## config.mk

```make
export PLATFORM = sky130hd
export DESIGN_NAME = average_true_range_unit
export DESIGN_NICKNAME = d
export VERILOG_FILES = /design/src/hw/rtl/atr_pkg.sv /design/src/hw/rtl/atr_front.sv /design/src/hw/rtl/atr_queue.sv /design/src/hw/rtl/atr_back.sv /design/src/hw/rtl/average_true_range_unit.sv
export SDC_FILE = /design/constraint.sdc
export NUM_CORES = 2
export LEC_CHECK = 0
export ABC_AREA = 1
export BUFFER_PORTS_ARGS = -buffer_cell sky130_fd_sc_hd__buf_2
export CORE_MARGIN = 2
export CORE_UTILIZATION = 50
export CTS_CLUSTER_DIAMETER = 150
export CTS_CLUSTER_SIZE = 24
export DETAILED_ROUTE_END_ITERATION = 8
export PLACE_DENSITY = 0.66
export SLEW_MARGIN = 25
export SYNTH_ARGS = -nofsm -noshare
export SYNTH_HDL_FRONTEND = slang
export SYNTH_SLANG_ARGS = --single-unit
```

## constraint.sdc

```tcl
create_clock -name clk_i -period 11.1 [get_ports clk_i]
set_input_delay 2.22 -clock clk_i [delete_from_list [all_inputs] [get_ports clk_i]]
set_output_delay 2.22 -clock clk_i [all_outputs]
set_load 0.05 [all_outputs]
```

## src/hw/rtl/atr_pkg.sv

```systemverilog
package atr_pkg;

  // Price and configuration widths.
  localparam int unsigned PRICE_BITS   = 32;
  localparam int unsigned PERIOD_BITS  = 11;
  localparam int unsigned MAX_PERIOD   = 1024;
  localparam int unsigned PERIOD_RESET = 14;

  // The warm-up sum wraps at 64 bits, so the dividend path is that wide.
  localparam int unsigned SUM_BITS = 64;

  // The divider retires two quotient bits per cycle.
  localparam int unsigned DIV_STEPS     = SUM_BITS / 2;
  localparam int unsigned DIV_CNT_BITS  = $clog2(DIV_STEPS);

  // Depth of the queue between the classifier and the divider.
  localparam int unsigned QUEUE_DEPTH = 2;
  localparam int unsigned QPTR_BITS   = (QUEUE_DEPTH > 1) ? $clog2(QUEUE_DEPTH) : 1;
  localparam int unsigned QCNT_BITS   = $clog2(QUEUE_DEPTH + 1);

  // What the back end has to do with a bar.
  typedef enum logic [1:0] {
    OP_PASS,    // no new ATR: first bar or warm-up bar
    OP_MEAN,    // last warm-up bar: sum divided by period
    OP_SMOOTH   // Wilder smoothing step
  } atr_op_e;

  typedef struct packed {
    logic [PRICE_BITS-1:0] high_price;
    logic [PRICE_BITS-1:0] low_price;
    logic [PRICE_BITS-1:0] close_price;
    logic                  new_series;
  } atr_in_t;

  typedef struct packed {
    logic [PRICE_BITS-1:0] true_range;
    logic                  range_valid;
    logic [PRICE_BITS-1:0] atr_value;
    logic                  atr_valid;
  } atr_out_t;

  // One classified bar on its way to the back end.
  typedef struct packed {
    atr_op_e                op;
    logic                   clear;
    logic [PERIOD_BITS-1:0] period;
    logic [PRICE_BITS-1:0]  tr;
    logic                   tr_ok;
    logic [SUM_BITS-1:0]    sum;
  } atr_item_t;

endpackage

```

## src/hw/rtl/atr_front.sv

```systemverilog
module atr_front (
  input  logic                           clk_i,
  input  logic                           rst_ni,
  input  logic [atr_pkg::PERIOD_BITS-1:0] period_i,
  input  logic                           in_valid_i,
  output logic                           in_stall_o,
  input  atr_pkg::atr_in_t               in_data_i,
  input  logic                           q_full_i,
  output logic                           q_push_o,
  output atr_pkg::atr_item_t             q_item_o
);
  import atr_pkg::*;

  logic [PRICE_BITS-1:0]  prev_close_q, prev_close_d;
  logic [PERIOD_BITS-1:0] count_q, count_d;
  logic [SUM_BITS-1:0]    sum_q, sum_d;

  logic [PERIOD_BITS-1:0] p_eff;
  logic [PERIOD_BITS-1:0] cnt;
  logic [PRICE_BITS-1:0]  prev;
  logic [SUM_BITS-1:0]    sum_base;
  logic [PRICE_BITS-1:0]  hl, g_hi, g_lo, tr_max, tr_ab;
  logic [PERIOD_BITS-1:0] cnt_inc, p_inc;

  assign in_stall_o = q_full_i;
  assign q_push_o   = in_valid_i && !q_full_i;

  // Clamp the configured period to the supported window.
  always_comb begin
    if (period_i == '0) begin
      p_eff = PERIOD_BITS'(1);
    end else if (period_i > PERIOD_BITS'(MAX_PERIOD)) begin
      p_eff = PERIOD_BITS'(MAX_PERIOD);
    end else begin
      p_eff = period_i;
    end
  end

  // A new series starts from cleared state.
  assign cnt      = in_data_i.new_series ? '0 : count_q;
  assign prev     = in_data_i.new_series ? '0 : prev_close_q;
  assign sum_base = in_data_i.new_series ? '0 : sum_q;

  // True range: widest of the bar span and the two gaps to the previous close.
  always_comb begin
    hl     = (in_data_i.high_price >= in_data_i.low_price) ?
             (in_data_i.high_price - in_data_i.low_price) : '0;
    g_hi   = (in_data_i.high_price >= prev) ?
             (in_data_i.high_price - prev) : (prev - in_data_i.high_price);
    g_lo   = (in_data_i.low_price >= prev) ?
             (in_data_i.low_price - prev) : (prev - in_data_i.low_price);
    tr_ab  = (g_hi > hl) ? g_hi : hl;
    tr_max = (g_lo > tr_ab) ? g_lo : tr_ab;
  end

  // Classify the bar and advance the series state.
  always_comb begin
    q_item_o.clear  = in_data_i.new_series;
    q_item_o.period = p_eff;
    q_item_o.tr     = '0;
    q_item_o.tr_ok  = 1'b0;
    q_item_o.op     = OP_PASS;
    sum_d           = sum_base;
    if (cnt != '0) begin
      q_item_o.tr    = tr_max;
      q_item_o.tr_ok = 1'b1;
      if (cnt <= p_eff) begin
        sum_d = sum_base + SUM_BITS'(tr_max);
        if (cnt == p_eff) begin
          q_item_o.op = OP_MEAN;
        end
      end else begin
        q_item_o.op = OP_SMOOTH;
      end
    end
    q_item_o.sum = sum_d;
    cnt_inc      = cnt + PERIOD_BITS'(1);
    p_inc        = p_eff + PERIOD_BITS'(1);
    count_d      = (cnt_inc > p_inc) ? p_inc : cnt_inc;
    prev_close_d = in_data_i.close_price;
  end

  always_ff @(posedge clk_i or negedge rst_ni) begin
    if (!rst_ni) begin
      prev_close_q <= '0;
      count_q      <= '0;
      sum_q        <= '0;
    end else if (q_push_o) begin
      prev_close_q <= prev_close_d;
      count_q      <= count_d;
      sum_q        <= sum_d;
    end
  end

endmodule

```

## src/hw/rtl/atr_queue.sv

```systemverilog
module atr_queue (
  input  logic               clk_i,
  input  logic               rst_ni,
  input  logic               push_i,
  input  atr_pkg::atr_item_t push_item_i,
  output logic               full_o,
  input  logic               pop_i,
  output logic               empty_o,
  output atr_pkg::atr_item_t pop_item_o
);
  import atr_pkg::*;

  atr_item_t             mem_q [QUEUE_DEPTH];
  logic [QPTR_BITS-1:0]  wptr_q, rptr_q;
  logic [QCNT_BITS-1:0]  cnt_q;

  assign full_o     = (cnt_q == QCNT_BITS'(QUEUE_DEPTH));
  assign empty_o    = (cnt_q == '0);
  assign pop_item_o = mem_q[rptr_q];

  // Storage for queued bars.
  always_ff @(posedge clk_i) begin
    if (push_i) begin
      mem_q[wptr_q] <= push_item_i;
    end
  end

  // Pointers and fill level.
  always_ff @(posedge clk_i or negedge rst_ni) begin
    if (!rst_ni) begin
      wptr_q <= '0;
      rptr_q <= '0;
      cnt_q  <= '0;
    end else begin
      if (push_i) begin
        wptr_q <= (wptr_q == QPTR_BITS'(QUEUE_DEPTH - 1)) ? '0 : wptr_q + QPTR_BITS'(1);
      end
      if (pop_i) begin
        rptr_q <= (rptr_q == QPTR_BITS'(QUEUE_DEPTH - 1)) ? '0 : rptr_q + QPTR_BITS'(1);
      end
      if (push_i && !pop_i) begin
        cnt_q <= cnt_q + QCNT_BITS'(1);
      end else if (pop_i && !push_i) begin
        cnt_q <= cnt_q - QCNT_BITS'(1);
      end
    end
  end

  // The front end never writes into a full queue.
  assert property (@(posedge clk_i) disable iff (!rst_ni) full_o |-> !push_i)
    else $error("queue written while full");

  // The back end never reads an empty queue.
  assert property (@(posedge clk_i) disable iff (!rst_ni) empty_o |-> !pop_i)
    else $error("queue read while empty");

endmodule

```

## src/hw/rtl/atr_back.sv

```systemverilog
module atr_back (
  input  logic               clk_i,
  input  logic               rst_ni,
  input  logic               q_empty_i,
  output logic               q_pop_o,
  input  atr_pkg::atr_item_t q_item_i,
  output logic               out_valid_o,
  input  logic               out_stall_i,
  output atr_pkg::atr_out_t  out_data_o
);
  import atr_pkg::*;

  localparam logic [2:0] S_IDLE = 3'd0;
  localparam logic [2:0] S_MUL  = 3'd1;
  localparam logic [2:0] S_ADD  = 3'd2;
  localparam logic [2:0] S_DIV  = 3'd3;
  localparam logic [2:0] S_FIN  = 3'd4;

  typedef struct packed {
    logic [PERIOD_BITS-1:0] rem;
    logic [SUM_BITS-1:0]    dq;
  } div_state_t;

  logic [2:0]              state_q, state_d;
  atr_item_t               item_q;
  logic [PRICE_BITS-1:0]   atr_q;
  logic [SUM_BITS-1:0]     dq_q;
  logic [PERIOD_BITS-1:0]  rem_q;
  logic [DIV_CNT_BITS-1:0] cnt_q;
  logic                    out_valid_q;
  atr_out_t                out_data_q;

  logic [PERIOD_BITS-1:0]            pm1;
  logic [PRICE_BITS+PERIOD_BITS-1:0] prod;
  div_state_t                        st0, st1, st2;
  logic                              out_free;
  logic                              out_load;

  // One restoring step: shift in a dividend bit, subtract the period if it fits.
  function automatic div_state_t div_step(input div_state_t s, input logic [PERIOD_BITS-1:0] d);
    logic [PERIOD_BITS:0] r2;
    logic                 qb;
    div_state_t           res;
    r2 = {s.rem, s.dq[SUM_BITS-1]};
    qb = 1'b0;
    if (r2 >= {1'b0, d}) begin
      r2 = r2 - {1'b0, d};
      qb = 1'b1;
    end
    res.rem = r2[PERIOD_BITS-1:0];
    res.dq  = {s.dq[SUM_BITS-2:0], qb};
    return res;
  endfunction

  assign pm1  = item_q.period - PERIOD_BITS'(1);
  assign prod = atr_q * pm1;

  assign st0.rem = rem_q;
  assign st0.dq  = dq_q;
  assign st1     = div_step(st0, item_q.period);
  assign st2     = div_step(st1, item_q.period);

  assign out_free = !out_valid_q || !out_stall_i;
  assign out_load = (state_q == S_FIN) && out_free;
  assign q_pop_o  = (state_q == S_IDLE) && !q_empty_i;

  // Sequencer over the multiply, add and divide steps.
  always_comb begin
    state_d = state_q;
    unique case (state_q)
      S_IDLE: begin
        if (q_pop_o) begin
          unique case (q_item_i.op)
            OP_MEAN:   state_d = S_DIV;
            OP_SMOOTH: state_d = S_MUL;
            default:   state_d = S_FIN;
          endcase
        end
      end
      S_MUL: state_d = S_ADD;
      S_ADD: state_d = S_DIV;
      S_DIV: begin
        if (cnt_q == DIV_CNT_BITS'(DIV_STEPS - 1)) begin
          state_d = S_FIN;
        end
      end
      S_FIN: begin
        if (out_free) begin
          state_d = S_IDLE;
        end
      end
      default: state_d = S_IDLE;
    endcase
  end

  always_ff @(posedge clk_i or negedge rst_ni) begin
    if (!rst_ni) begin
      state_q <= S_IDLE;
      cnt_q   <= '0;
      atr_q   <= '0;
    end else begin
      state_q <= state_d;
      if (q_pop_o && q_item_i.clear) begin
        atr_q <= '0;
      end
      if (state_q == S_DIV) begin
        cnt_q <= cnt_q + DIV_CNT_BITS'(1);
        if (state_d == S_FIN) begin
          atr_q <= st2.dq[PRICE_BITS-1:0];
        end
      end else begin
        cnt_q <= '0;
      end
    end
  end

  // Working registers of the datapath.
  always_ff @(posedge clk_i) begin
    if (q_pop_o) begin
      item_q <= q_item_i;
      dq_q   <= q_item_i.sum;
      rem_q  <= '0;
    end else if (state_q == S_MUL) begin
      dq_q <= SUM_BITS'(prod);
    end else if (state_q == S_ADD) begin
      dq_q  <= dq_q + SUM_BITS'(item_q.tr);
      rem_q <= '0;
    end else if (state_q == S_DIV) begin
      dq_q  <= st2.dq;
      rem_q <= st2.rem;
    end
  end

  // Result register; it frees the sequencer while a result waits.
  always_ff @(posedge clk_i or negedge rst_ni) begin
    if (!rst_ni) begin
      out_valid_q <= 1'b0;
    end else if (out_load) begin
      out_valid_q <= 1'b1;
    end else if (!out_stall_i) begin
      out_valid_q <= 1'b0;
    end
  end

  always_ff @(posedge clk_i) begin
    if (out_load) begin
      out_data_q.true_range  <= item_q.tr;
      out_data_q.range_valid <= item_q.tr_ok;
      out_data_q.atr_valid   <= (item_q.op != OP_PASS);
      out_data_q.atr_value   <= (item_q.op != OP_PASS) ? atr_q : '0;
    end
  end

  assign out_valid_o = out_valid_q;
  assign out_data_o  = out_data_q;

  // The partial remainder always stays below the divisor.
  assert property (@(posedge clk_i) disable iff (!rst_ni)
                   (state_q == S_DIV) |-> (rem_q < item_q.period))
    else $error("divider remainder out of range");

  // An ATR is only reported on a bar that also has a true range.
  assert property (@(posedge clk_i) disable iff (!rst_ni)
                   out_valid_q |-> (!out_data_q.atr_valid || out_data_q.range_valid))
    else $error("ATR reported without true range");

  // The last divide step always hands over to the result stage.
  assert property (@(posedge clk_i) disable iff (!rst_ni)
                   ((state_q == S_DIV) && (cnt_q == DIV_CNT_BITS'(DIV_STEPS - 1)))
                   |=> (state_q == S_FIN))
    else $error("divider did not finish");

endmodule

```

## src/hw/rtl/average_true_range_unit.sv

```systemverilog
// Wilder average true range over a stream of price bars (unsigned Q16.16). Each
// bar transfer yields exactly one result transfer, in order. The first bar of a
// series gives no true range; bars two to period+1 build a warm-up sum, bar
// period+1 reports the truncated mean, and every later bar reports
// (atr*(period-1)+tr)/period, truncated. A classifier takes one bar per cycle
// into a two-entry queue while it is not full; a serial divider that retires
// two quotient bits a cycle over a 64-bit dividend sets the rate, and the back
// end takes a bar only once it is through with the last. The period register
// (reset 14, zero read as 1, values above 1024 read as 1024) may be written
// only while no bar is in flight; raise new_series after changing it.
module average_true_range_unit (
  input  logic                            clk_i,
  input  logic                            rst_ni,
  input  logic                            cfg_we_i,
  input  logic [atr_pkg::PERIOD_BITS-1:0] cfg_wdata_i,
  input  logic                            in_valid_i,
  output logic                            in_stall_o,
  input  atr_pkg::atr_in_t                in_data_i,
  output logic                            out_valid_o,
  input  logic                            out_stall_i,
  output atr_pkg::atr_out_t               out_data_o
);
  import atr_pkg::*;

  logic [PERIOD_BITS-1:0] period_q;
  logic                   q_push, q_full, q_pop, q_empty;
  atr_item_t              push_item, pop_item;

  // Period configuration register.
  always_ff @(posedge clk_i or negedge rst_ni) begin
    if (!rst_ni) begin
      period_q <= PERIOD_BITS'(PERIOD_RESET);
    end else if (cfg_we_i) begin
      period_q <= cfg_wdata_i;
    end
  end

  atr_front u_front (
    .clk_i      (clk_i),
    .rst_ni     (rst_ni),
    .period_i   (period_q),
    .in_valid_i (in_valid_i),
    .in_stall_o (in_stall_o),
    .in_data_i  (in_data_i),
    .q_full_i   (q_full),
    .q_push_o   (q_push),
    .q_item_o   (push_item)
  );

  atr_queue u_queue (
    .clk_i       (clk_i),
    .rst_ni      (rst_ni),
    .push_i      (q_push),
    .push_item_i (push_item),
    .full_o      (q_full),
    .pop_i       (q_pop),
    .empty_o     (q_empty),
    .pop_item_o  (pop_item)
  );

  atr_back u_back (
    .clk_i       (clk_i),
    .rst_ni      (rst_ni),
    .q_empty_i   (q_empty),
    .q_pop_o     (q_pop),
    .q_item_i    (pop_item),
    .out_valid_o (out_valid_o),
    .out_stall_i (out_stall_i),
    .out_data_o  (out_data_o)
  );

endmodule
```

; After elaboration in Yosys (flattened, before gate mapping)
; Memory sizes are Yosys's and may differ from the RTL's.
; Index checks and enable logic that the tools add are counted.
[word_totals]
register_bits = 350
latch_bits = 0
mem_bits_rw = 222
romBits = 0
in_bits = 113
output_inout_bits = 68
word_cells = 128
memories = 1
[memory_table]
columns = memory, words, word_bits, read_ports, rd_clocked_by_memory_dff, wr, line
row1 = u_queue.mem_q, 2, 111, 1, 0, 1, atr_queue.sv:13  ; atr_item_t mem_q [QUEUE_DEPTH];
[op_classes]
add_sub_neg = 17
n_mul = 1
div = 0
order_cmp = 10
eq_ne = 11
shift = 0
muxes = 44
bitwise_logic = 1
n_reduce_logical = 22
[ops]
columns = op, n
row1 = 64-bit two-way mux, 7
row2 = 32-bit two-way mux, 9
row3 = 32-bit subtractor, 5
row4 = 64-bit by 32-bit adder with 64-bit output, 2
row5 = 32-bit greater-or-equal comparator, 3
row6 = 11-bit two-way mux, 8
row7 = 32-bit greater-than comparator, 2
row8 = 32-bit by 11-bit multiplier with 43-bit output, 1
row9 = 33-bit two-way mux, 1
row10 = 12-bit by 11-bit greater-or-equal comparator with 1-bit output, 2
row11 = "11-bit by 1-bit adder with 11-bit output, second input constant", 2
row12 = 11-bit subtractor, 2
row13 = 3-bit case mux with 5 select lines, 1
row14 = 11-bit equality test, 1
row15 = 11-bit greater-than comparator, 1
row16 = "11-bit greater-than comparator, second input constant", 1
row17 = 11-bit less-or-equal comparator, 1
row18 = 11-bit zero test, 1
row19 = 11-bit nonzero test, 1
row20 = "11-bit by 1-bit subtractor with 11-bit output, second input constant", 1
row21 = 1-bit two-way mux, 9
row22 = 3-bit two-way mux, 3
row23 = 2-bit two-way mux, 4
row24 = "3-bit by 2-bit equality test with 1-bit output, second input constant", 2
row25 = other kinds (21), 36

; Depth between registers and ports, before layout
[depth]
ltp_word = 10
ltp_mapped = 78
depth_no_buf = 75

; Modules after synthesis
; From an unflattened synthesis, not the netlist that was laid out.
[hier_totals]
hier_cells = 7735
area_unflattened_um2 = 56420.4
[by_module_without_submodules]
columns = mod, n_inst, cells_per_inst, area_per_inst_um2, seq_area_each_um2
row1 = atr_back, 1, 3687, 26690.6, 6531.3
row2 = atr_front, 1, 3631, 21069.0, 2677.6
row3 = atr_queue, 1, 370, 8235.4, 6766.5
row4 = average_true_range_unit, 1, 47, 425.4, 279.0

; Worst setup path after synthesis
; No wires, ideal clock.
[synth_path]
path_type = input-to-reg
start = input port in_data_i[0] (netlist name)
end = memory u_queue.mem_q[0][44] (netlist name) (data pin)
setup_ns = 0.258
arrival_ns = 11.589
required_time_ns = 10.842
slack_ns = -0.747
stages = 63
n_path_buf = 7
path_cell_list = clkinv_1 clkbuf_1 buf_1 nand2_1 inv_1 ha_1 inv_1 fa_1 nand3_1 nand2_1 nand2_1 nand2_1 nand2_1 nand3_2 nand2_4 nand2_8 buf_2 nand2_1 (+27 left out) nand2_1 nand2_1 ha_1 inv_1 fa_1 o21bai_1 nand2_1 nand2_1 nand2_2 a21oi_4 nand2_1 nand2_1 nand2_1 nand2_1 nand2_2 nand2_4 nand3_1 and2_1
[synth_lines]
columns = item, line
row1 = start: declaration, average_true_range_unit.sv:18  ; input atr_pkg::atr_in_t in_data_i,
row2 = end: declaration, atr_queue.sv:13

==> out/results.ini <==
[placed_design]
post-dp-hpwl_um=133100
post-place-cells=8711
gp_congestion=1.004
port_buffers=180

[setup_path]
cp_max_fo=9
crit_path_end_kind=register
startpoint=in_data_i[0]
critPathSlowestCell=or3_4
criticalPathCategory=in -> reg
crit_top_cell=buf_4
timing.rr.start=u_back.item_q[97]
max_stage_delay_ns=0.41
cp.required_ns=11.51
arrival_ns=11.17
start_kind=input port

[detailed_routing]
drt-initial-drc-count=3650
wl_um=167500
wl_per_cell_um=19.03
vias_per_cell=5.389
vias=47410
detail-route-antenna-nets=0
first_pass_iters=7
drc=0

[clock_tree]
htree_levels=1
clock-sinks=572
holdBufCountCts=0
cts_tree=done
clock_latency_ns=0.66
clockBufferDepth=3
cts_made_buffers=29
clkTransAtPathRegs_ns=0.10
cts_root_buffer=clkbuf_16

[global_route]
grt_start_max_net_pins=78
grt_overflow=0
grt_pass1_vias=47130
grtUsageTotal_pct=30.98
grt_pass1_wl_um=259400
grt_antenna_before_repair=2

[logic_synthesis]
synthArstFlopShare_pct=28.50
synth_edf_count=398
yosys_warnings=0
synthTopCellsByArea=edfxtp_1, nand2_1, fa_1
avgSynthCellArea_um2=7.696
syn_nets=7526
synth_top_area_cell=edfxtp_1
ys_seq_elements=572
synth_top_area_share_pct=23.09
synth_area_um2=51760
ys.flop_type=edfxtp_1
ys_seq_area_share_pct=31.40
postSynthCellCount=6726
synth_cell_types=76

[floorplanning]
num_io_pins=181
num_rows=118
die_area_um2=106100
initial_core_util_pct=50.23
core_area_um2=103100
fp.dieH_um=325.8
die_x_um=325.8

[worst_hold_path]
hold_class=reg -> reg
min_from=u_back.item_q[64]

[run_status]
status=completed

[run]
drv_cap=0

[sta]
hold_viol=0
worstMarginPinSlew_ns=0.9698
setup_viol=0
period_needed_ns=10.76
clock.fmax_ghz=0.09292
final_max_slew_viol_count=0
fin_worst_skew_ns=0.02664
relSlewSlack_pct=35.35
period_share_pct=96.96

[pwr]
irDropWorstVdd_mv=0.3415
p_per_area_nw_per_um2=334.7
total_power_uw=20310
p_leak_uw=0.02953

[finish]
stdcell_count=8798
nets=8195
area_growth_pct=17.22
drive_gt1_share_pct=16.66
post-route-util_pct=58.88

-- final timing paths --
check | slack (ns) | cells after the start | endpoint
setup reg to reg | 1.01 | 45 | u_back.dq_q[41]
hold reg to reg | 0.45 | 0 | u_back.out_data_o[33]
max in group asynchronous | 8.09 | 2 | u_front.sum_q[5]
setup / recovery | 0.34 | 65 | u_queue.mem_q[0][45]
hold / removal | 0.45 | 0 | u_back.out_data_o[33]
min in group asynchronous | 1.59 | 1 | u_front.sum_q[35]
-- power by group --
| group | internal (uW) | switching [uW] |
|---|---|---|
| registers | 3570 | 375 |
| clock network | 506 | 755 |
| logic | 6260 | 8850 |
-- Yosys cell counts (all sizes together) (11+ instances only) --
| cell type | n |
|---|---|
| ha | 409 |
| edfxtp | 398 |
| nor4 | 23 |
| nand2 | 1746 |
| and2 | 15 |
| o21a | 15 |
| a21oi | 477 |
| buf | 50 |
| xor2 | 133 |
| inv | 1062 |
| o21ai | 459 |
| nor3 | 71 |
| xnor2 | 57 |
| dfrtp | 160 |
| fa | 278 |
| a211oi | 24 |
| o211ai | 29 |
| nor2 | 599 |
| a31oi | 64 |
| or2 | 30 |
| nand4 | 42 |
| mux2i | 13 |
| o21bai | 18 |
| nand3 | 258 |
| clkbuf | 172 |
| o221ai | 18 |
| a21o | 17 |
| dfxtp | 11 |
-- kinds of logic (layout without fill, tap and decap cells) --
kind of cell,Yosys count,count (layout),synth area share (%)
DFF,572,572,31.40
adders and majority gates,687,687,20.64
muxes,14,14,0.2731
buffers and inverters,1288,1975,9.471
other,0,1,0
and+or+nand+nor,2795,2799,22.28
xor gates and xnor gates,190,190,3.229
AOI/OAI and AO/OA,1180,1180,12.71
-- cell type report --
class / instances / area (um2)
Clock inverter: 6 / 80.08
Timing Repair inverter: 1 / 7.507
Tap cell: 1380 / 1727
Clock buffer: 47 / 793.3
Antenna cell: 1 / 2.502
Sequential cell: 572 / 16260
Timing Repair Buffer: 856 / 6157
Inverter: 1065 / 4018
Fill cell: 9573 / 42380
Multi-Input combinational cell: 4870 / 31630
-- cells in the final DEF, fill, tap and decap left out, drive strengths merged, types with 24 or more instances in the layout --
master / n
or2: 30
o21ai: 459
dfrtp: 160
xnor2: 57
a31oi: 64
fa: 278
ha: 409
inv: 1061
xor2: 133
nor2: 599
edfxtp: 398
clkbuf: 49
a211oi: 24
nand3: 258
nand4: 42
o211ai: 29
buf: 854
nor3: 71
nand2: 1750
a21oi: 477
-- stage by stage --
| stage | area [um2] | TNS (ns) | worst slack [ns] | hold WS (ns) |
|---|---|---|---|---|
| 2_1_floorplan | 51790 | 0 | 0.01241 | 0.4003 |
| 4_1_cts | 59470 | 0 | 0.001238 | 0.4501 |
| 3_3_place_gp | 58490 | -142.25 | -1.050 | 0.4058 |
| 5_1_grt | 60670 | -4.904 | -0.1088 | 0.4589 |
| 3_5_place_dp | 58490 | -192.92 | -1.258 | 0.4267 |
| 6_report | 60670 | 0 | 0.3375 | 0.4498 |
-- sequential cells by signal (all words and copies together) (netlist names), 2 cells and up --
signal,cells
u_back.atr_q,32
u_back.item_q,46
u_back.out_data_o,66
u_front.sum_q,64
u_front.prev_close_q,32
u_back.dq_q,64
u_back.state_q,3
u_queue.cnt_q,2
u_back.rem_q,11
u_back.cnt_q,5
period_q,11
u_queue.mem_q,222
u_front.count_q,11
-- worst max-delay path, delay by kind of cell --
kind,cells,cell delay [ns]
AO/OA/AOI/OAI,7,0.93
adder cells (fa/ha/maj),4,1.20
XOR/XNOR,1,0.22
AND/OR/NAND/NOR,35,4.17
buffers and inverters,18,2.40
-- what timing repair did --
action	4_1_cts	5_1_grt
cloned	2	5
setup endpoints to repair	174	187
gates resized for setup	25	235
endpoints found under the hold margin	0	0
buffers inserted	4	22
pin swaps	4	90
-- layer usage --
layer	GRT usage (%)	up-vias	wire, um
met3	2.716	330	8808
met5	0	-	27
li1	-	23070	-
met1	39.64	22510	69430
met2	54.29	1503	81620
met4	12.11	4	7570
Power figures use the tool's default switching activity.
